File: src/design/inversion_counter_defines.svh
// Assertion macros shared by the inversion counter modules.
`ifndef INVERSION_COUNTER_DEFINES_SVH
`define INVERSION_COUNTER_DEFINES_SVH

// Same-cycle implication, sampled on clk, off during reset
`define IC_ASSERT_NOW(label, ante, cons) \
  label: assert property (@(posedge clk) disable iff (rst) (ante) |-> (cons)) \
    else $error("inversion counter: same-cycle check failed");

// Next-cycle implication, sampled on clk, off during reset
`define IC_ASSERT_NEXT(label, ante, cons) \
  label: assert property (@(posedge clk) disable iff (rst) (ante) |=> (cons)) \
    else $error("inversion counter: next-cycle check failed");

`endif

File: src/design/ic_pkg.sv
`timescale 1ns / 1ps
package ic_pkg;

  localparam int CAPACITY_DEFAULT = 1024;
  localparam int VALUE_W          = 31;
  localparam int COUNT_W          = 19;
  localparam logic [COUNT_W-1:0] COUNT_MAX = {COUNT_W{1'b1}};

  typedef logic signed [VALUE_W-1:0] value_t;

  // Control that travels with each element along the chain
  typedef struct packed {
    logic valid;
    logic last;
    logic ovf;
  } ic_ctl_t;

endpackage

File: src/design/ic_cell.sv
`timescale 1ns / 1ps
module ic_cell #(
  parameter int POS   = 0,
  parameter int IDX_W = 11,
  parameter int CNT_W = 10
) (
  input  logic                clk,
  input  logic                rst,
  input  logic                adv,
  input  ic_pkg::ic_ctl_t     in_ctl,
  input  logic [IDX_W-1:0]    in_idx,
  input  ic_pkg::value_t      in_value,
  input  logic [CNT_W-1:0]    in_cnt,
  output ic_pkg::ic_ctl_t     out_ctl,
  output logic [IDX_W-1:0]    out_idx,
  output ic_pkg::value_t      out_value,
  output logic [CNT_W-1:0]    out_cnt
);
  import ic_pkg::*;

  localparam logic [IDX_W-1:0] MY_POS = IDX_W'(POS);

  value_t stored;
  logic   live;
  logic   hit;

  // Compare against the stored element only when it belongs to an earlier position
  assign live = in_ctl.valid && !in_ctl.ovf;
  assign hit  = live && (in_idx > MY_POS) && (stored > in_value);

  // Capture the element whose position is this cell
  always_ff @(posedge clk) begin
    if (adv && live && (in_idx == MY_POS)) begin
      stored <= in_value;
    end
  end

  // Advance control down the chain
  always_ff @(posedge clk) begin
    if (rst) begin
      out_ctl <= '0;
    end else if (adv) begin
      out_ctl <= in_ctl;
    end
  end

  // Advance payload and partial count
  always_ff @(posedge clk) begin
    if (adv) begin
      out_idx   <= in_idx;
      out_value <= in_value;
      out_cnt   <= hit ? in_cnt + CNT_W'(1) : in_cnt;
    end
  end

endmodule

File: config.mk
export PLATFORM = sky130hd
export DESIGN_NAME = ic_cell
export DESIGN_NICKNAME = d
export VERILOG_FILES = /design/src/design/inversion_counter_defines.svh /design/src/design/ic_pkg.sv /design/src/design/ic_cell.sv
export SDC_FILE = /design/constraint.sdc
export NUM_CORES = 1
export LEC_CHECK = 0
export BUFFER_PORTS_ARGS = -buffer_cell sky130_fd_sc_hd__buf_2
export CORE_MARGIN = 1
export CORE_UTILIZATION = 55
export DETAILED_ROUTE_END_ITERATION = 10
export PLACE_DENSITY = 0.85
export SETUP_SLACK_MARGIN = 0.3
export SYNTH_ARGS = -nofsm -noshare
export SYNTH_HDL_FRONTEND = slang
export SYNTH_SLANG_ARGS = --single-unit
File: constraint.sdc
create_clock -name clk -period 3.7 [get_ports clk]
set_input_delay 0.185 -clock clk [delete_from_list [all_inputs] [get_ports clk]]
set_output_delay 0.185 -clock clk [all_outputs]
set_load 0.01 [all_outputs]
After elaboration in Yosys (flattened, before gate mapping)
Cells that the tools add are included.

storage, ports and cells
  flip-flop bits (word level) = 86
  input port bits = 58
  output and inout bits = 55
  logic and storage cells = 18

operators by class
  add/subtract/negate cells = 1
  order comparisons = 2
  mux-type cells = 1
  reductions and logical operators = 7

operator list
  cell                     count
  $gt A31 B31 Y1           1
  $gt A11 B1 Y1 const B    1
  $logic_not A11 Y1        1
  $add A10 B1 Y10 const B  1
  $mux W10                 1
  $logic_and A1 B1 Y1      5
  $logic_not A1 Y1         1

Logic depth before layout (Yosys ltp)
  word-level depth = 5
  gate-level depth with buffers = 10
  gate-level depth less buffers = 9

Least setup slack after synthesis
No wires, ideal clock.

  kind = reg2reg
  start = reg stored[30]
  end = reg out_cnt[8], data pin
  setup time = 0.259 ns
  data arrival time = 2.154 ns
  data required time = 3.441 ns
  path slack = 1.286 ns
  cell stages (with the launch flop) = 9
  buffers on the path = 0
  period minus slack after synthesis = 2.414 ns
  cells stage by stage = edfxtp_1 ha_1 nand4_1 nor3_1 a221o_1 or3_4 xnor2_4 o2111ai_1 xnor2_1

on the way
  word-level cells in the longest chain between the ends = 3

RTL lines
  item                      RTL line       RTL
  start: declaration        ic_cell.sv:23  value_t stored;
  start signal: assignment  ic_cell.sv:34  stored <= in_value;
  $gt A31 B31 Y1            ic_cell.sv:29  assign hit = live && (in_idx > MY_POS) && (stored > in_value);
  $logic_and A1 B1 Y1       ic_cell.sv:29
  $mux W10                  ic_cell.sv:52  out_cnt <= hit ? in_cnt + CNT_W'(1) : in_cnt;
  end signal: assignment    ic_cell.sv:52
  end: declaration          ic_cell.sv:17  output logic [CNT_W-1:0] out_cnt

Every way passes these cells.
A chain may end at the register's enable or synchronous reset.

Final worst setup path
Ends and elaborated chain as after synthesis.

==> results.sh <==
export IMPL_status="complete, but fails checks"
export IMPL_violations="design-rule violations"
export IMPL_crit_slowest_cell="nor4_1"
export IMPL_slew_violations=0
export IMPL_relSlewSlack_pct=51.88
export IMPL_fin_crit_sh_pct=70.73
export IMPL_tritoncts="yes"
export IMPL_drt_initial_drc_count=131
export IMPL_finClkSkew_ns=0.009438
export IMPL_rows=29
export IMPL_yosysTopAreaCell="edfxtp_1"
export IMPL_cts_sinks=86
export IMPL_synth_top_area_share_pct=67.30
export IMPL_cp_arrival_ns=2.72
export IMPL_ys_ff_latch=86
export IMPL_postCtsHoldBufs=0
export IMPL_period_minus_slack_ns=2.617
export IMPL_port_buffers=112
export IMPL_dieArea_mm2=0.007066
export IMPL_ir_drop_uv=331.2
export IMPL_cp_buffers_inverters=0
export IMPL_postCtsSetupBuffers=0
export IMPL_tns_ns=0
export IMPL_hold_class="in2reg"
export IMPL_synth_cell_types=31
export IMPL_worstSetupEndpointType="register"
export IMPL_cts_inserted_buffers=9
export IMPL_path_delay_family="simple AND/OR/NAND/NOR gates"
export IMPL_timing_fmax_mhz=382.1
export IMPL_syn_avg_cell_area_um2=14.99
export IMPL_path_clk_slew_ns=0.09
export IMPL_crit_type="reg2reg"
export IMPL_grt_pass1_wl_mm=10.98
export IMPL_place_area_mm2=0.004373
export IMPL_final_nets=461
export IMPL_layoutNonFillerInstCount=453
export IMPL_hpwlAfterDp_mm=5.037
export IMPL_syn_nets=337
export IMPL_clockBufferDepth=2
export IMPL_grtUsageTotal_pct=20.67
export IMPL_routedWlPerCell_um=15.41
export IMPL_required_ns=3.80
export IMPL_synthTopCellsByArea="edfxtp_1 (67%), ha_1 (11%), inv_1 (3.3%), xnor2_1 (2.1%), dfxtp_1 (1.6%)"
export IMPL_postRouteAntennaNets=0
export IMPL_routabilityCongestion=0.7785
export IMPL_ys_seq_area_share_pct=68.92
export IMPL_wirelength_mm=6.979
export IMPL_crit_path_start_kind="register"
export IMPL_p_per_area_mw_per_mm2=468.5
export IMPL_viasPerCell=5.411
export IMPL_clk_latency_ns=0.35
export IMPL_cap_violations=0
export IMPL_post_place_cells=437
export IMPL_grt_setup_unrepaired="no"
export IMPL_grt_pass1_vias=2430
export IMPL_setup_viol=0
export IMPL_drive_gt1_share_pct=35.64
export IMPL_crit_chain="ha_1 -> nand4_1 -> nor4_1 -> o31a_1 -> o2111ai_1 -> xnor2_1"
export IMPL_crit_cells=6
export IMPL_ys_flop_type="edfxtp_1"
export IMPL_min_path_cells=1
export IMPL_design_power_total_mw=2.171
export IMPL_grt_start_max_net_pins=56
export IMPL_slowest_delay_ns=0.51
export IMPL_final_area_mm2=0.004634
export IMPL_synth_area_mm2=0.003704
export IMPL_diodes=0
export IMPL_overflow=0
export IMPL_num_vias=2451
export IMPL_core_mm2=0.006422
export IMPL_die_w_um=84.06
export IMPL_cts_htree_levels=3
export IMPL_ys_warn_count=0
export IMPL_cts_root_buf="clkbuf_8"
export IMPL_async_flop_share_pct=0
export IMPL_drc=20
export IMPL_path_max_fanout=11
export IMPL_fp_dieH_um=84.06
export IMPL_reg2reg_slack_ns=1.08
export IMPL_synthCells=247
export IMPL_io_pins=113
export IMPL_antenna_found_initial=0
export IMPL_ctsResizeCount=0
export IMPL_dr_pass1_iters=7
export IMPL_synth_edf_count=83
export IMPL_ff2ff_path_depth=6
export IMPL_power_leakage_nw=2.019
export IMPL_tightestPinTransition_ns=0.7218
export IMPL_area_growth_syn_to_layout_pct=25.14
export IMPL_initial_utilization_pct=57.67
export IMPL_hold_viol=0
==> layer usage <==
metal  track usage [%]  part of all wire (%)
met1             24.64                    42
met2             35.69                    50
met3             4.451                   6.0
met4             9.875                   1.6
met5                 0                     0
==> final timing paths <==
path,startpoint,endpoint
setup reg to reg,stored[30]$_DFFE_PP_,out_cnt[8]$_DFFE_PP_
hold reg to reg,out_ctl[0]$_SDFFE_PP0P_,out_ctl[0]$_SDFFE_PP0P_
hold / removal,in_idx[6],out_idx[6]$_DFFE_PP_
setup / recovery,stored[30]$_DFFE_PP_,out_cnt[8]$_DFFE_PP_
==> synthesized netlist by cell type, types with 4 or more instances <==
library cell,instances
a21o_1,4
a21oi_1,11
edfxtp_1,83
ha_1,32
inv_1,33
nand2_1,8
nand3_1,8
nand4_1,8
nor2_1,6
nor4_1,5
o21ai_0,7
xnor2_1,9
==> cell usage in the layout (no fill, tap or decap), types with 4 or more instances in the layout <==
cell	netlist	final
nor4_1	5	5
inv_1	33	33
nand4_1	8	8
o21ai_0	7	7
a21o_1	4	4
edfxtp_1	83	83
a21oi_1	11	11
nand3_1	8	8
bufinv_16	0	4
clkbuf_8	0	9
nor2_1	6	5
buf_2	1	112
nand2_1	8	8
ha_1	32	32
xnor2_1	9	9
==> kinds of logic (layout without fill, tap and decap cells) <==
logic type               Yosys count  after routing  share of synthesized area (%)
adder cells (fa/ha/maj)           32             32                          10.81
XOR/XNOR                          10             10                          2.872
buffers and inverters             34            163                          3.480
AND/OR/NAND/NOR                   46             46                          6.723
flip-flops                        86             86                          68.92
AO/OA/AOI/OAI                     36             36                          6.385
multiplexers                       3              3                         0.8108
==> worst register-to-register path: stages, from the launching register on <==
cell	delay [ns]
edfxtp_1	0.38
ha_1	0.47
nand4_1	0.23
nor4_1	0.51
o31a_1	0.43
o2111ai_1	0.18
xnor2_1	0.16
==> cell type report <==
class	instances	area (um2)
Sequential cell	86	2552
Clock buffer	10	127.6
Clock inverter	6	133.9
Multi-Input combinational cell	127	1025
Tap cell	77	96.34
Fill cell	447	1788
Timing Repair Buffer	114	575.6
Inverter	33	123.9
==> state kept, by name, indices dropped and copies added (netlist names) <==
signal     flops
out_ctl        3
out_value     31
out_idx       11
out_cnt       10
stored        31
==> metrics by stage <==
stage	utilization, %	hold WS (ns)	setup slack, ns
after floorplan	-	0.2574	1.286
after global placement	68.09	0.3819	1.205
after detailed placement	68.09	0.3805	1.110
after CTS	72.16	0.01136	1.066
after global routing	72.16	0.006719	0.8925
final	72.16	0.02300	1.083
==> power breakdown <==
part	leakage, nW	internal [mW]	total, mW	switching, mW
combinational	1.08	0.0847	0.198	0.114
sequential	0.812	1.12	1.13	0.0107
clock	0.130	0.517	0.843	0.326
total	2.02	1.72	2.17	0.451
Power figures use the tool's default switching activity.
