`config.mk`:
```
export PLATFORM = sky130hd
export DESIGN_NAME = ic_tail
export DESIGN_NICKNAME = d
export VERILOG_FILES = /design/src/design/ic_pkg.sv /design/src/design/ic_tail.sv
export VERILOG_INCLUDE_DIRS = /design/src /design/src/design
export SDC_FILE = /design/constraint.sdc
export NUM_CORES = 1
export LEC_CHECK = 0
export ABC_CLOCK_PERIOD_IN_PS = 3450
export BUFFER_PORTS_ARGS = -buffer_cell sky130_fd_sc_hd__buf_2
export CAP_MARGIN = 20
export CORE_MARGIN = 5
export CORE_UTILIZATION = 57
export CTS_BUF_LIST = sky130_fd_sc_hd__clkbuf_4
export DETAILED_ROUTE_END_ITERATION = 7
export MAX_ROUTING_LAYER = met4
export PLACE_DENSITY = 0.89
export SKIP_LAST_GASP = 1
export SLEW_MARGIN = 25
export SYNTH_ARGS = -nofsm -noshare
export SYNTH_HDL_FRONTEND = slang
export SYNTH_SLANG_ARGS = --single-unit
```
`constraint.sdc`:
```
create_clock -name clk -period 3.45 [get_ports clk]
set_input_delay 0.5175 -clock clk [delete_from_list [all_inputs] [get_ports clk]]
set_output_delay 0.5175 -clock clk [all_outputs]
set_load 0.005 [all_outputs]
```
`src/design/inversion_counter_defines.svh`:
```
// Assertion macros shared by the inversion counter modules.
`ifndef INVERSION_COUNTER_DEFINES_SVH
`define INVERSION_COUNTER_DEFINES_SVH

// Same-cycle implication, sampled on clk, off during reset
`define IC_ASSERT_NOW(label, ante, cons) \
  label: assert property (@(posedge clk) disable iff (rst) (ante) |-> (cons)) \
    else $error("inversion counter: same-cycle check failed");

// Next-cycle implication, sampled on clk, off during reset
`define IC_ASSERT_NEXT(label, ante, cons) \
  label: assert property (@(posedge clk) disable iff (rst) (ante) |=> (cons)) \
    else $error("inversion counter: next-cycle check failed");

`endif

```
`src/design/ic_pkg.sv`:
```
`timescale 1ns / 1ps
package ic_pkg;

  localparam int CAPACITY_DEFAULT = 1024;
  localparam int VALUE_W          = 31;
  localparam int COUNT_W          = 19;
  localparam logic [COUNT_W-1:0] COUNT_MAX = {COUNT_W{1'b1}};

  typedef logic signed [VALUE_W-1:0] value_t;

  // Control that travels with each element along the chain
  typedef struct packed {
    logic valid;
    logic last;
    logic ovf;
  } ic_ctl_t;

endpackage

```
`src/design/ic_tail.sv`:
```
`timescale 1ns / 1ps
`include "inversion_counter_defines.svh"
module ic_tail #(
  parameter int CNT_W = 10
) (
  input  logic             clk,
  input  logic             rst,
  input  ic_pkg::ic_ctl_t  in_ctl,
  input  logic [CNT_W-1:0] in_cnt,
  output logic             adv,
  output logic             m_tvalid,
  input  logic             m_tready,
  output logic [23:0]      m_tdata,   // [18:0] inversions, [23:19] zero
  output logic [0:0]       m_tuser    // [0] overflow
);
  import ic_pkg::*;

  localparam int SUM_W = ((CNT_W > COUNT_W) ? CNT_W : COUNT_W) + 1;

  logic [COUNT_W-1:0] running;
  logic [COUNT_W-1:0] running_next;
  logic               overflowed;
  logic               overflowed_next;
  logic [SUM_W-1:0]   sum;
  logic [COUNT_W-1:0] inversions;
  logic               take;

  // Move the chain whenever the output register is free or being drained
  assign adv  = !m_tvalid || m_tready;
  assign take = adv && in_ctl.valid;

  // Saturating accumulate of this element's count; an overflow element sets the flag instead
  always_comb begin
    sum = SUM_W'(running) + SUM_W'(in_cnt);
    if (in_ctl.ovf) begin
      running_next    = running;
      overflowed_next = 1'b1;
    end else begin
      running_next    = (sum > SUM_W'(COUNT_MAX)) ? COUNT_MAX : sum[COUNT_W-1:0];
      overflowed_next = overflowed;
    end
  end

  // Hold the run totals, clear after the closing element
  always_ff @(posedge clk) begin
    if (rst) begin
      running    <= '0;
      overflowed <= 1'b0;
    end else if (take) begin
      if (in_ctl.last) begin
        running    <= '0;
        overflowed <= 1'b0;
      end else begin
        running    <= running_next;
        overflowed <= overflowed_next;
      end
    end
  end

  // Output register valid
  always_ff @(posedge clk) begin
    if (rst) begin
      m_tvalid <= 1'b0;
    end else if (adv) begin
      m_tvalid <= take && in_ctl.last;
    end
  end

  // Output register payload
  always_ff @(posedge clk) begin
    if (take && in_ctl.last) begin
      inversions <= running_next;
      m_tuser[0] <= overflowed_next;
    end
  end

  assign m_tdata = {5'd0, inversions};

  `IC_ASSERT_NEXT(a_clear_after_last, take && in_ctl.last, (running == '0) && !overflowed)
  `IC_ASSERT_NOW(a_stall_holds_chain, m_tvalid && !m_tready, !adv)

endmodule

```
==> Yosys cells after proc, flatten, opt, wreduce, memory -nomap -nowiden <==
Cells that the tools add are included.
{ "word_totals": {"regBits": 41, "latch_bits": 0, "ramBits": 0, "mem_bits_ro": 0, "inputBits": 16, "output_inout_bits": 27, "mem_count": 0} }
{ "op_classes": {"addsub": 1, "n_mul": 0, "div": 0, "order_cmp": 1, "eq_ne": 0, "shift": 0, "mux": 5, "n_bitwise": 0, "reduce_logical": 4} }
{ "ops": {"columns": ["op", "count"], "rows": [
  ["$mux 19", 3],
  ["$add 19x10->20", 1],
  ["$gt 20x19->1 const B", 1],
  ["$logic_and 1x1->1", 2],
  ["$mux 1", 2],
  ["$logic_not 1->1", 1],
  ["$logic_or 1x1->1", 1]
]} }

==> Depth between registers and ports, before layout <==
Gate-level depths: netlist of the first run.
{ "logic_depth": {"word_depth": 5, "ltp_mapped": 9} }

==> Worst setup path before layout of the first run <==
OpenSTA, ideal clock, no wires.
{ "synth_path": {"path_type": "input-to-reg", "startpoint": "input in_cnt[0]", "endpoint": "register inversions[18] (data pin)", "t_arrival_ns": 2.280, "t_required_ns": 3.173, "slack_ns": 0.893, "path_stages": 8, "path_buffers": 0, "path_cell_list": "ha_1 inv_1 fa_1 nand2b_1 a21oi_1 a211oi_1 nor4b_1 a31oi_1"} }
{ "synth_between": {"elab_chain_len": 4} }
{ "synth_rtl": {"columns": ["item", "line_no", "text"], "rows": [
  ["from (decl)", "ic_tail.sv:9", "input logic [CNT_W-1:0] in_cnt,"],
  ["$add 19x10->20 (*)", "ic_tail.sv:34", "sum = SUM_W'(running) + SUM_W'(in_cnt);"],
  ["$gt 20x19->1", "ic_tail.sv:39", "running_next = (sum > SUM_W'(COUNT_MAX)) ? COUNT_MAX : sum[COUNT_W-1:0];"],
  ["$mux 19 (*)", "ic_tail.sv:39", null],
  ["$mux 19 (*)", "ic_tail.sv:35", "if (in_ctl.ovf) begin"],
  ["via running_next[18]", "ic_tail.sv:21", "logic [COUNT_W-1:0] running_next;"],
  ["to (signal assigned)", "ic_tail.sv:72", "inversions <= running_next;"],
  ["to (decl)", "ic_tail.sv:25", "logic [COUNT_W-1:0] inversions;"]
]} }
The timed path passes the listed nets; every way through them passes the cells marked *.
A chain may end at the register's enable or synchronous reset.

==> Worst setup path in the final report of the first run <==
{ "layout_path": {"startpoint": "register running[0]", "endpoint": "register inversions[18] (data pin)"} }
{ "layout_between": {"elab_chain_len": 4} }
{ "layout_rtl": {"columns": ["item", "line_no", "text"], "rows": [
  ["from (decl)", "ic_tail.sv:20", "logic [COUNT_W-1:0] running;"],
  ["from (signal assigned)", "ic_tail.sv:54", "running <= running_next;"],
  ["$add 19x10->20 (*)", "ic_tail.sv:34", null],
  ["$gt 20x19->1", "ic_tail.sv:39", null],
  ["$mux 19 (*)", "ic_tail.sv:39", null],
  ["$mux 19 (*)", "ic_tail.sv:35", null],
  ["via running_next[18]", "ic_tail.sv:21", null]
]} }
Marked as above.

==> impl_metrics.xml, run 1 <==
<?xml version="1.0" encoding="UTF-8"?>
<metrics>
  <group name="worst_setup_path">
    <metric name="cpMaxStageDelayCell" unit="">nor4b_1</metric>
    <metric name="timing.critical_path.cells" unit="">ha_1, inv_1, fa_1, nand2b_1, a21oi_1, a211oi_1, nor4b_1, a31oi_1</metric>
    <metric name="critical_path.max_fanout" unit="">5</metric>
    <metric name="critical_path.n_buffers_inverters" unit="">1</metric>
    <metric name="arrival_time_at_the_worst_endpoint" unit="ps">2980</metric>
    <metric name="required_time_of_the_worst_setup_path" unit="ps">3540</metric>
    <metric name="cp_top_family" unit="">simple AND/OR/NAND/NOR gates</metric>
    <metric name="critical-path-max-stage-delay" unit="ps">720</metric>
    <metric name="cp-end-kind" unit="">flop</metric>
    <metric name="criticalPathCategory" unit="">flop to flop</metric>
    <metric name="cp-start-kind" unit="">flop</metric>
  </group>
  <group name="floorplan">
    <metric name="die_x" unit="um">74.02</metric>
    <metric name="top_level_ports" unit="">43</metric>
    <metric name="core-area" unit="sq um">4000</metric>
    <metric name="die_height" unit="um">74.02</metric>
    <metric name="start_util" unit="%">58.40</metric>
    <metric name="rows" unit="">23</metric>
    <metric name="die-area" unit="sq um">5478</metric>
  </group>
  <group name="global_route">
    <metric name="antenna_found_initial" unit="">0</metric>
    <metric name="grt_max_degree" unit="">21</metric>
    <metric name="grt_first_pass_wirelength" unit="mm">8.197</metric>
    <metric name="grt_pass1_vias" unit="">1863</metric>
    <metric name="grt.overflow.total" unit="">0</metric>
    <metric name="groute.usage.overall" unit="%">20.09</metric>
  </group>
  <group name="drt">
    <metric name="num_vias" unit="">1914</metric>
    <metric name="finalWirelength" unit="mm">4.729</metric>
    <metric name="routed_wire_length_per_instance" unit="um">14.16</metric>
    <metric name="detail-route-antenna-nets" unit="">0</metric>
    <metric name="drtPass1Iterations" unit="">4</metric>
    <metric name="avgViaCountPerCell" unit="">5.731</metric>
    <metric name="detailedRoute.firstIterationViolations" unit="">179</metric>
    <metric name="drc" unit="">0</metric>
  </group>
  <group name="clocking">
    <metric name="cts_buffer_depth" unit="">2</metric>
    <metric name="cts.hold.buffers_added" unit="">0</metric>
    <metric name="cts-root-buf" unit="">clkbuf_4</metric>
    <metric name="clk_pin_slew_worst_paths" unit="ps">120</metric>
    <metric name="clock_insertion_delay_worst_skew" unit="ps">350</metric>
    <metric name="cts.repair.resized" unit="">0</metric>
    <metric name="post_cts_repair_timing_setup_buffer_count" unit="">0</metric>
    <metric name="cts_tree" unit="">done</metric>
    <metric name="clock-sinks" unit="">41</metric>
    <metric name="tritoncts.num_buffers" unit="">5</metric>
    <metric name="ctsHtreeMaxLevel" unit="">2</metric>
  </group>
  <group name="final_layout">
    <metric name="postLayoutCoreUtil" unit="%">64.90</metric>
    <metric name="layout-drive-gt1-share" unit="%">20.77</metric>
    <metric name="num-nets-final" unit="">310</metric>
    <metric name="syn_to_final_growth" unit="%">11.14</metric>
    <metric name="n_antenna_cell" unit="">0</metric>
    <metric name="final_cell_count_no_fill" unit="">334</metric>
  </group>
  <group name="sta">
    <metric name="setup_viol" unit="">0</metric>
    <metric name="timing.setup.tns" unit="ps">0</metric>
    <metric name="max_freq" unit="MHz">345.5</metric>
    <metric name="share_of_the_clock_period_used_by_the_worst_path_after_layout" unit="%">83.91</metric>
    <metric name="final.setup_skew" unit="ps">12.14</metric>
    <metric name="worst-slew-pin-transition" unit="ps">792.4</metric>
    <metric name="worst_slew_margin_rel" unit="%">47.11</metric>
    <metric name="report.final.hold_viol_count" unit="">0</metric>
    <metric name="final-max-slew-violation-count" unit="">0</metric>
    <metric name="post-route-min-period" unit="ps">2895</metric>
    <metric name="worst_hold_slack" unit="ps">468.8</metric>
    <metric name="rsz0062_at_grt" unit="">false</metric>
  </group>
  <group name="placed_design">
    <metric name="detailed_place_hpwl" unit="mm">3.448</metric>
    <metric name="port_buffer_count" unit="">37</metric>
    <metric name="placed_cells_incl_taps" unit="">326</metric>
    <metric name="gp_congestion" unit="">0.9230</metric>
  </group>
  <group name="synth">
    <metric name="post_synth_inst_count" unit="">246</metric>
    <metric name="synth-seq-cells" unit="">41</metric>
    <metric name="synth_area_per_cell" unit="sq um">9.496</metric>
    <metric name="ys_async_sr_fraction" unit="%">0</metric>
    <metric name="synth_largest_type_area_fraction" unit="%">25.71</metric>
    <metric name="synth.cell_area" unit="sq um">2336</metric>
    <metric name="yosysWarnings" unit="">0</metric>
    <metric name="netlist.top_cell.by_area" unit="">edfxtp_1</metric>
    <metric name="synth_ff_type" unit="">dfxtp_1</metric>
    <metric name="synth_edf_count" unit="">20</metric>
    <metric name="post_synth_main_area_contributors" unit="">edfxtp_1, dfxtp_1, ha_1, a21oi_1, nand2_1</metric>
    <metric name="yosys.cell_types.count" unit="">55</metric>
    <metric name="most_numerous_cell_in_the_yosys_netlist" unit="">nand2_1</metric>
    <metric name="synth-seq-area-share" unit="%">43.71</metric>
    <metric name="synth_commonest_cells" unit="">nand2_1, nor2_1, a21oi_1</metric>
  </group>
  <group name="power">
    <metric name="worst_ir_drop_vdd" unit="V">0.0001844</metric>
    <metric name="power_density" unit="nW/um^2">349.9</metric>
    <metric name="leakage" unit="uW">0.001040</metric>
  </group>
  <group name="run_status">
    <metric name="status" unit="">complete, no violations</metric>
  </group>
  <group name="worst_hold_path">
    <metric name="timing.hold.worst.class" unit="">input pin to flop</metric>
  </group>
  <group name="flow_run">
    <metric name="reported_max_cap_violation_count" unit="">0</metric>
  </group>
</metrics>
stage by stage:
stage / area (sq um) / setup WS, ps / power, uW
floorplan: 2351 / 892.8 / 636.7
global placement: 2539 / 513.1 / 671.0
detailed placement: 2539 / 417.1 / 674.2
CTS: 2596 / 598.5 / 915.6
global route: 2596 / 308.2 / 960.5
finish: 2596 / 555.2 / 908.4
cell usage in the layout (no fill, tap or decap), types with 4 or more instances in the layout:
cell / netlist / routed
conb_1: 1 / 5
dfxtp_1: 21 / 21
a21oi_1: 22 / 22
ha_1: 10 / 10
o21ai_1: 10 / 10
clkbuf_4: 0 / 7
a211oi_1: 4 / 4
nor2_1: 24 / 24
nand2b_1: 5 / 5
xnor2_1: 6 / 6
nor3_1: 4 / 4
nand3_1: 4 / 4
edfxtp_1: 20 / 20
o21ai_0: 4 / 4
inv_1: 8 / 8
nand2_1: 27 / 27
o22a_1: 4 / 4
buf_2: 0 / 37
logic make-up after synthesis:
logic type,share of synthesized area (%)
muxes,1.928
AOI/OAI and AO/OA,20.57
DFF,43.71
buffers and inverters,4.499
xor gates and xnor gates,2.625
and+or+nand+nor,20.30
other,0.1605
adders and majority gates,6.213
cell type report:
type                    instances  area, sq um
fillers                       330         1404
repair buffers                 39        200.2
inverters                       8        30.03
clock buffers                   7        52.55
flip-flops and latches         41         1021
multi-input cells             188         1225
well taps                      50        62.56
clock inverters                 1        5.005
worst register-to-register path, delay by kind of cell (launching register included):
kind	cells	cell delay, ps
flip-flops	1	370
buffers and inverters	1	70
AND/OR/NAND/NOR	2	920
AO/OA/AOI/OAI	3	670
adder cells (fa/ha/maj)	2	590
sequential cells by signal, indices dropped and copies added (netlist names):
register,cells
inversions,19
running,19
overflowed,1
m_tuser,1
m_tvalid,1
final timing paths:
kind	startpoint	endpoint	slack [ps]	cells after the start
worst max-delay path	running[0]	inversions[18]	560	8
worst min-delay path	rst	running[12]	470	2
worst max register to register	running[0]	inversions[18]	560	8
worst min register to register	overflowed	overflowed	470	2
routing by layer:
layer | GRT usage, % | share of wire [%] | vias up
met1 | 26.31 | 45 | 877
li1 | - | - | 973
met2 | 31.20 | 48 | 60
met3 | 5.270 | 7.0 | 4
met5 | - | 0 | -
met4 | 4.829 | 0.49 | 0
report_power, final:
group / internal (uW) / switching (uW)
clock network: 95.3 / 149
logic: 52.2 / 77.6
registers: 529 / 5.70
total: 676 / 232
Note: power is estimated with default switching activity, not from simulation.
==> inputs of run 2 (changes only) <==
--- a/config.mk
+++ b/config.mk
@@ -6,15 +6,15 @@
 export SDC_FILE = /design/constraint.sdc
 export NUM_CORES = 1
 export LEC_CHECK = 0
-export ABC_CLOCK_PERIOD_IN_PS = 3450
+export ABC_CLOCK_PERIOD_IN_PS = 2650
 export BUFFER_PORTS_ARGS = -buffer_cell sky130_fd_sc_hd__buf_2
 export CAP_MARGIN = 20
 export CORE_MARGIN = 5
-export CORE_UTILIZATION = 57
+export CORE_UTILIZATION = 52
 export CTS_BUF_LIST = sky130_fd_sc_hd__clkbuf_4
 export DETAILED_ROUTE_END_ITERATION = 7
 export MAX_ROUTING_LAYER = met4
-export PLACE_DENSITY = 0.89
+export PLACE_DENSITY = 0.86
 export SKIP_LAST_GASP = 1
 export SLEW_MARGIN = 25
 export SYNTH_ARGS = -nofsm -noshare
==> constraint.sdc (replaced) <==
create_clock -name clk -period 2.65 [get_ports clk]
set_input_delay 0.3975 -clock clk [delete_from_list [all_inputs] [get_ports clk]]
set_output_delay 0.3975 -clock clk [all_outputs]
set_load 0.005 [all_outputs]
==> impl_metrics.xml, run 2 (synthesized netlist as in run 1, its figures left out) <==
<?xml version="1.0" encoding="UTF-8"?>
<metrics>
  <group name="worst_setup_path">
    <metric name="arrival_time_at_the_worst_endpoint" unit="ps">2750</metric>
    <metric name="most_frequent_cp_cell" unit="">o211ai_1</metric>
    <metric name="ff2ff_setup_slack" unit="ps">170</metric>
    <metric name="critical_path.max_fanout" unit="">10</metric>
    <metric name="required_time_of_the_worst_setup_path" unit="ps">2920</metric>
    <metric name="cp_top_family" unit="">compound AO/OA/AOI/OAI gates</metric>
    <metric name="ff2ff_path_depth" unit="">8</metric>
    <metric name="cpMaxStageDelayCell" unit="">or4b_4</metric>
    <metric name="critical-path-max-stage-delay" unit="ps">630</metric>
    <metric name="timing.critical_path.cells" unit="">ha_1, o211ai_1, o211ai_1, a21oi_2, or4b_4, buf_4, a21boi_1, o22ai_1</metric>
    <metric name="cp-start-kind" unit="">flop</metric>
    <metric name="criticalPathCategory" unit="">flop to flop</metric>
    <metric name="timing.critical_path.depth" unit="">8</metric>
    <metric name="critical_path.n_buffers_inverters" unit="">1</metric>
    <metric name="cp-end-kind" unit="">flop</metric>
  </group>
  <group name="final_layout">
    <metric name="layout_commonest_cell" unit="">buf_2</metric>
    <metric name="final_cell_count_no_fill" unit="">344</metric>
    <metric name="layout-drive-gt1-share" unit="%">23.63</metric>
    <metric name="final_area" unit="sq um">2678</metric>
    <metric name="n_antenna_cell" unit="">0</metric>
    <metric name="biggestRegsByFlops" unit="">inversions (19), running (19)</metric>
    <metric name="postLayoutCoreUtil" unit="%">61.49</metric>
    <metric name="num-nets-final" unit="">318</metric>
    <metric name="layout.cells.most_common_list" unit="">buf_2, nand2_1, nor2_1, dfxtp_1</metric>
    <metric name="syn_to_final_growth" unit="%">14.62</metric>
  </group>
  <group name="sta">
    <metric name="setup_viol" unit="">0</metric>
    <metric name="final.setup_skew" unit="ps">9.235</metric>
    <metric name="max_freq" unit="MHz">403.9</metric>
    <metric name="final-max-slew-violation-count" unit="">0</metric>
    <metric name="share_of_the_clock_period_used_by_the_worst_path_after_layout" unit="%">93.43</metric>
    <metric name="report.final.hold_viol_count" unit="">0</metric>
    <metric name="timing.setup.tns" unit="ps">0</metric>
    <metric name="post-route-min-period" unit="ps">2476</metric>
  </group>
  <group name="clocking">
    <metric name="tritoncts.num_buffers" unit="">5</metric>
    <metric name="cts_tree" unit="">done</metric>
    <metric name="clock_insertion_delay_worst_skew" unit="ps">350</metric>
    <metric name="clock-sinks" unit="">41</metric>
    <metric name="cts-root-buf" unit="">clkbuf_4</metric>
    <metric name="ctsHtreeMaxLevel" unit="">2</metric>
    <metric name="cts_buffer_depth" unit="">2</metric>
    <metric name="clk_pin_slew_worst_paths" unit="ps">120</metric>
    <metric name="post_cts_repair_timing_setup_buffer_count" unit="">0</metric>
  </group>
  <group name="flow_run">
    <metric name="reported_max_cap_violation_count" unit="">0</metric>
  </group>
  <group name="placed_design">
    <metric name="placed_cells_incl_taps" unit="">336</metric>
    <metric name="port_buffer_count" unit="">37</metric>
    <metric name="gp_congestion" unit="">0.9226</metric>
    <metric name="detailed_place_hpwl" unit="mm">3.645</metric>
    <metric name="detailed_place.area" unit="sq um">2601</metric>
  </group>
  <group name="global_route">
    <metric name="grt.overflow.total" unit="">0</metric>
    <metric name="grt_pass1_vias" unit="">1859</metric>
    <metric name="groute.usage.overall" unit="%">18.02</metric>
    <metric name="grt_first_pass_wirelength" unit="mm">8.562</metric>
    <metric name="antenna_found_initial" unit="">0</metric>
    <metric name="grt_max_degree" unit="">21</metric>
  </group>
  <group name="run_status">
    <metric name="status" unit="">complete, no violations</metric>
  </group>
  <group name="drt">
    <metric name="finalWirelength" unit="mm">5.146</metric>
    <metric name="avgViaCountPerCell" unit="">5.828</metric>
    <metric name="met2_length" unit="mm">2.435</metric>
    <metric name="num_vias" unit="">2005</metric>
    <metric name="detail-route-antenna-nets" unit="">0</metric>
    <metric name="drtPass1Iterations" unit="">4</metric>
    <metric name="drc" unit="">0</metric>
    <metric name="met1Wirelength" unit="mm">2.277</metric>
    <metric name="detailedRoute.firstIterationViolations" unit="">181</metric>
    <metric name="highest-signal-layer" unit="">met4</metric>
    <metric name="routed_wire_length_per_instance" unit="um">14.96</metric>
    <metric name="wl_met3" unit="um">304</metric>
  </group>
  <group name="power">
    <metric name="worst_ir_drop_vdd" unit="V">0.0002591</metric>
    <metric name="power_density" unit="nW/um^2">436.9</metric>
    <metric name="leakage" unit="uW">0.001074</metric>
  </group>
  <group name="floorplan">
    <metric name="start_util" unit="%">53.65</metric>
    <metric name="rows" unit="">24</metric>
    <metric name="top_level_ports" unit="">43</metric>
    <metric name="die-area" unit="sq um">5933</metric>
    <metric name="die_height" unit="um">77.03</metric>
    <metric name="die_x" unit="um">77.03</metric>
    <metric name="core-area" unit="sq um">4354</metric>
  </group>
  <group name="worst_hold_path">
    <metric name="timing.hold.worst.class" unit="">input pin to flop</metric>
    <metric name="hold_depth" unit="">2</metric>
  </group>
</metrics>
## run 2: worst paths after layout
| check | startpoint | to |
|---|---|---|
| max | running[4] | running[18] |
| min | rst | running[13] |
| max reg2reg | running[4] | running[18] |
| min reg2reg | running[0] | running[0] |
## run 2: what timing repair did
| action | CTS | global route |
|---|---|---|
| hold endpoints to repair | 0 | 0 |
| hold buffers | 0 | 0 |
| endpoints found under the setup margin | 0 | 13 |
| gates resized for setup | 0 | 5 |
## run 2: routing by layer
metal  up-vias  global-route usage [%]
li1        989                       -
met1       941                   23.69
met2        62                   28.01
met3        13                   3.279
met4         0                   6.186
met5         -                       -
## run 2: layout make-up
type / count / area, sq um
clock buffers: 5 / 37.54
clock inverters: 3 / 12.51
fillers: 374 / 1677
inverters: 8 / 30.03
multi-input cells: 188 / 1251
flip-flops and latches: 41 / 1021
well taps: 52 / 65.06
repair buffers: 47 / 260.3
## run 2: power breakdown
group,internal (uW),switching [uW],total [uW]
clock network,96.1,198,294
logic,72.9,107,180
registers,688,7.91,696
## run 2: stage by stage
| stage | power (uW) | worst slack (ps) | hold WS (ps) |
|---|---|---|---|
| 2_1_floorplan | 829.0 | 212.8 | 429.3 |
| 3_5_place_dp | 884.2 | 3.481 | 460.8 |
| 4_1_cts | 1178 | 82.62 | 334.5 |
| 3_3_place_gp | 878.8 | 81.13 | 445.0 |
| 6_report | 1170 | 174.2 | 357.9 |
| 5_1_grt | 1236 | -21.45 | 321.3 |
## run 2: worst reg2reg max path, cell delays in order, from the launching register on
cell      delay (ps)
dfxtp_1          350
ha_1             340
o211ai_1         140
o211ai_1         310
a21oi_2          130
or4b_4           630
buf_4            190
a21boi_1         130
o22ai_1          180
==> inputs of run 3 (changes only) <==
--- a/config.mk
+++ b/config.mk
@@ -10,11 +10,11 @@
 export BUFFER_PORTS_ARGS = -buffer_cell sky130_fd_sc_hd__buf_2
 export CAP_MARGIN = 20
 export CORE_MARGIN = 5
-export CORE_UTILIZATION = 52
+export CORE_UTILIZATION = 40
 export CTS_BUF_LIST = sky130_fd_sc_hd__clkbuf_4
 export DETAILED_ROUTE_END_ITERATION = 7
 export MAX_ROUTING_LAYER = met4
-export PLACE_DENSITY = 0.86
+export PLACE_DENSITY = 0.71
 export SKIP_LAST_GASP = 1
 export SLEW_MARGIN = 25
 export SYNTH_ARGS = -nofsm -noshare
==> impl_metrics.xml, run 3 (synthesized netlist as in run 1, its figures left out) <==
<?xml version="1.0" encoding="UTF-8"?>
<metrics>
  <group name="worst_setup_path">
    <metric name="critical_path.max_fanout" unit="">14</metric>
    <metric name="criticalPathCategory" unit="">flop to flop</metric>
    <metric name="required_time_of_the_worst_setup_path" unit="ps">2930</metric>
    <metric name="critical_path.n_buffers_inverters" unit="">0</metric>
    <metric name="most_frequent_cp_cell" unit="">o211ai_1</metric>
    <metric name="cp-end-kind" unit="">flop</metric>
    <metric name="timing.critical_path.cells" unit="">ha_1, o211ai_1, o211ai_1, a21oi_2, or4b_4, a31o_1, a211oi_2</metric>
    <metric name="cp-start-kind" unit="">flop</metric>
    <metric name="cpMaxStageDelayCell" unit="">or4b_4</metric>
    <metric name="arrival_time_at_the_worst_endpoint" unit="ps">2780</metric>
    <metric name="critical-path-max-stage-delay" unit="ps">670</metric>
    <metric name="cp_top_family" unit="">compound AO/OA/AOI/OAI gates</metric>
  </group>
  <group name="power">
    <metric name="worst_ir_drop_vdd" unit="V">0.0001951</metric>
    <metric name="power_density" unit="nW/um^2">466.9</metric>
    <metric name="totalPowerFinal" unit="uW">1293</metric>
    <metric name="leakage" unit="uW">0.001124</metric>
  </group>
  <group name="clocking">
    <metric name="cts-root-buf" unit="">clkbuf_4</metric>
    <metric name="clock_insertion_delay_worst_skew" unit="ps">360</metric>
    <metric name="tritoncts.num_buffers" unit="">5</metric>
    <metric name="cts_tree" unit="">done</metric>
    <metric name="cts_buffer_depth" unit="">2</metric>
    <metric name="clock-sinks" unit="">41</metric>
    <metric name="clk_pin_slew_worst_paths" unit="ps">130</metric>
    <metric name="post_cts_repair_timing_setup_buffer_count" unit="">0</metric>
    <metric name="ctsHtreeMaxLevel" unit="">2</metric>
  </group>
  <group name="sta">
    <metric name="final-max-slew-violation-count" unit="">0</metric>
    <metric name="final.setup_skew" unit="ps">9.954</metric>
    <metric name="share_of_the_clock_period_used_by_the_worst_path_after_layout" unit="%">94.15</metric>
    <metric name="worst_slew_margin_rel" unit="%">58.12</metric>
    <metric name="setup_viol" unit="">0</metric>
    <metric name="report.final.hold_viol_count" unit="">0</metric>
    <metric name="max_freq" unit="MHz">400.8</metric>
    <metric name="worst-slew-pin-transition" unit="ps">624.5</metric>
    <metric name="post-route-min-period" unit="ps">2495</metric>
    <metric name="rsz0062_at_grt" unit="">false</metric>
  </group>
  <group name="final_layout">
    <metric name="biggestRegsByFlops" unit="">inversions (19), running (19)</metric>
    <metric name="n_antenna_cell" unit="">0</metric>
    <metric name="multi_input_gate_area_in_the_final_layout" unit="sq um">1236</metric>
    <metric name="seq_area" unit="sq um">1021</metric>
    <metric name="final_layout_fill_cell_count" unit="">547</metric>
    <metric name="syn_to_final_growth" unit="%">18.53</metric>
    <metric name="num-nets-final" unit="">325</metric>
    <metric name="layout-drive-gt1-share" unit="%">25.42</metric>
    <metric name="layout_commonest_cell" unit="">buf_2</metric>
    <metric name="layout.cells.most_common_list" unit="">buf_2, nand2_1, nor2_1, dfxtp_1</metric>
    <metric name="postLayoutCoreUtil" unit="%">49.38</metric>
  </group>
  <group name="global_route">
    <metric name="antenna_found_initial" unit="">0</metric>
    <metric name="grt_max_degree" unit="">21</metric>
    <metric name="grt_pass1_vias" unit="">1880</metric>
    <metric name="grt_first_pass_wirelength" unit="mm">8.749</metric>
    <metric name="groute.usage.overall" unit="%">15.21</metric>
    <metric name="grt.overflow.total" unit="">0</metric>
  </group>
  <group name="placed_design">
    <metric name="detailed_place_hpwl" unit="mm">3.847</metric>
    <metric name="gp_congestion" unit="">0.8872</metric>
    <metric name="port_buffer_count" unit="">37</metric>
  </group>
  <group name="run_status">
    <metric name="status" unit="">complete, no violations</metric>
  </group>
  <group name="drt">
    <metric name="detailedRoute.firstIterationViolations" unit="">106</metric>
    <metric name="routed_wire_length_per_instance" unit="um">14.13</metric>
    <metric name="drc" unit="">0</metric>
    <metric name="num_vias" unit="">1978</metric>
    <metric name="finalWirelength" unit="mm">5.241</metric>
    <metric name="detail-route-antenna-nets" unit="">0</metric>
    <metric name="drtPass1Iterations" unit="">4</metric>
    <metric name="avgViaCountPerCell" unit="">5.332</metric>
  </group>
  <group name="flow_run">
    <metric name="reported_max_cap_violation_count" unit="">0</metric>
  </group>
  <group name="floorplan">
    <metric name="die-area" unit="sq um">7468</metric>
    <metric name="top_level_ports" unit="">43</metric>
    <metric name="die_x" unit="um">86.42</metric>
    <metric name="start_util" unit="%">41.66</metric>
    <metric name="core-area" unit="sq um">5608</metric>
    <metric name="die_height" unit="um">86.42</metric>
    <metric name="rows" unit="">27</metric>
  </group>
  <group name="worst_hold_path">
    <metric name="timing.hold.worst.class" unit="">input pin to flop</metric>
  </group>
</metrics>
[run 3: stage by stage]
| stage | instances | area [sq um] | setup TNS, ps | worst slack, ps | hold slack [ps] |
|---|---|---|---|---|---|
| after global placement | 363 | 2679 | 0 | 8.643 | 446.3 |
| after detailed placement | 363 | 2679 | -41.35 | -18.35 | 464.6 |
| final | 371 | 2769 | 0 | 155.1 | 341.9 |
| after floorplan | 250 | 2351 | 0 | 212.8 | 429.3 |
| after CTS | 371 | 2758 | 0 | 106.3 | 333.8 |
| after global routing | 371 | 2769 | 0 | 0.1927 | 350.4 |
[run 3: cell type report]
| cell class | instances | area share (%) |
|---|---|---|
| Multi-Input combinational cell | 188 | 44.65 |
| Sequential cell | 41 | 36.87 |
| Timing Repair Buffer | 54 | 11.30 |
| Tap cell | 72 | 3.253 |
| Clock buffer | 6 | 1.627 |
| Clock inverter | 2 | 1.220 |
| Inverter | 8 | 1.084 |
[run 3: final timing paths]
check | to | depth (start not counted) | startpoint | slack [ps]
max | running[17] | 7 | running[4] | 160
min | running[12] | 2 | rst | 340
max reg2reg | running[17] | 7 | running[4] | 160
min reg2reg | running[5] | 2 | running[5] | 490
[run 3: repair_timing]
item                       in CTS  in global routing
resized for setup               0                  3
hold endpoints to repair        0                  0
hold buffers                    0                  0
setup endpoints to repair       0                 16
[run 3: metal layers]
metal | track usage (%) | wire length (um) | vias up
met3 | 2.471 | 232 | 6
met1 | 19.14 | 2550 | 933
met4 | 6.941 | 76 | 0
met2 | 23.92 | 2381 | 41
met5 | - | 0 | -
li1 | - | - | 998
[run 3: power by group]
part	total [uW]	switching, uW	internal [uW]
Sequential	696	8.27	688
Clock	413	207	207
Combinational	183	106	77.0
[run 3: worst reg2reg max path, delay by kind of cell, from the launching register on]
kind | cells | cell delay [ps]
compound gates | 5 | 1080
simple gates | 1 | 670
flops | 1 | 350
fa+ha+maj | 1 | 330
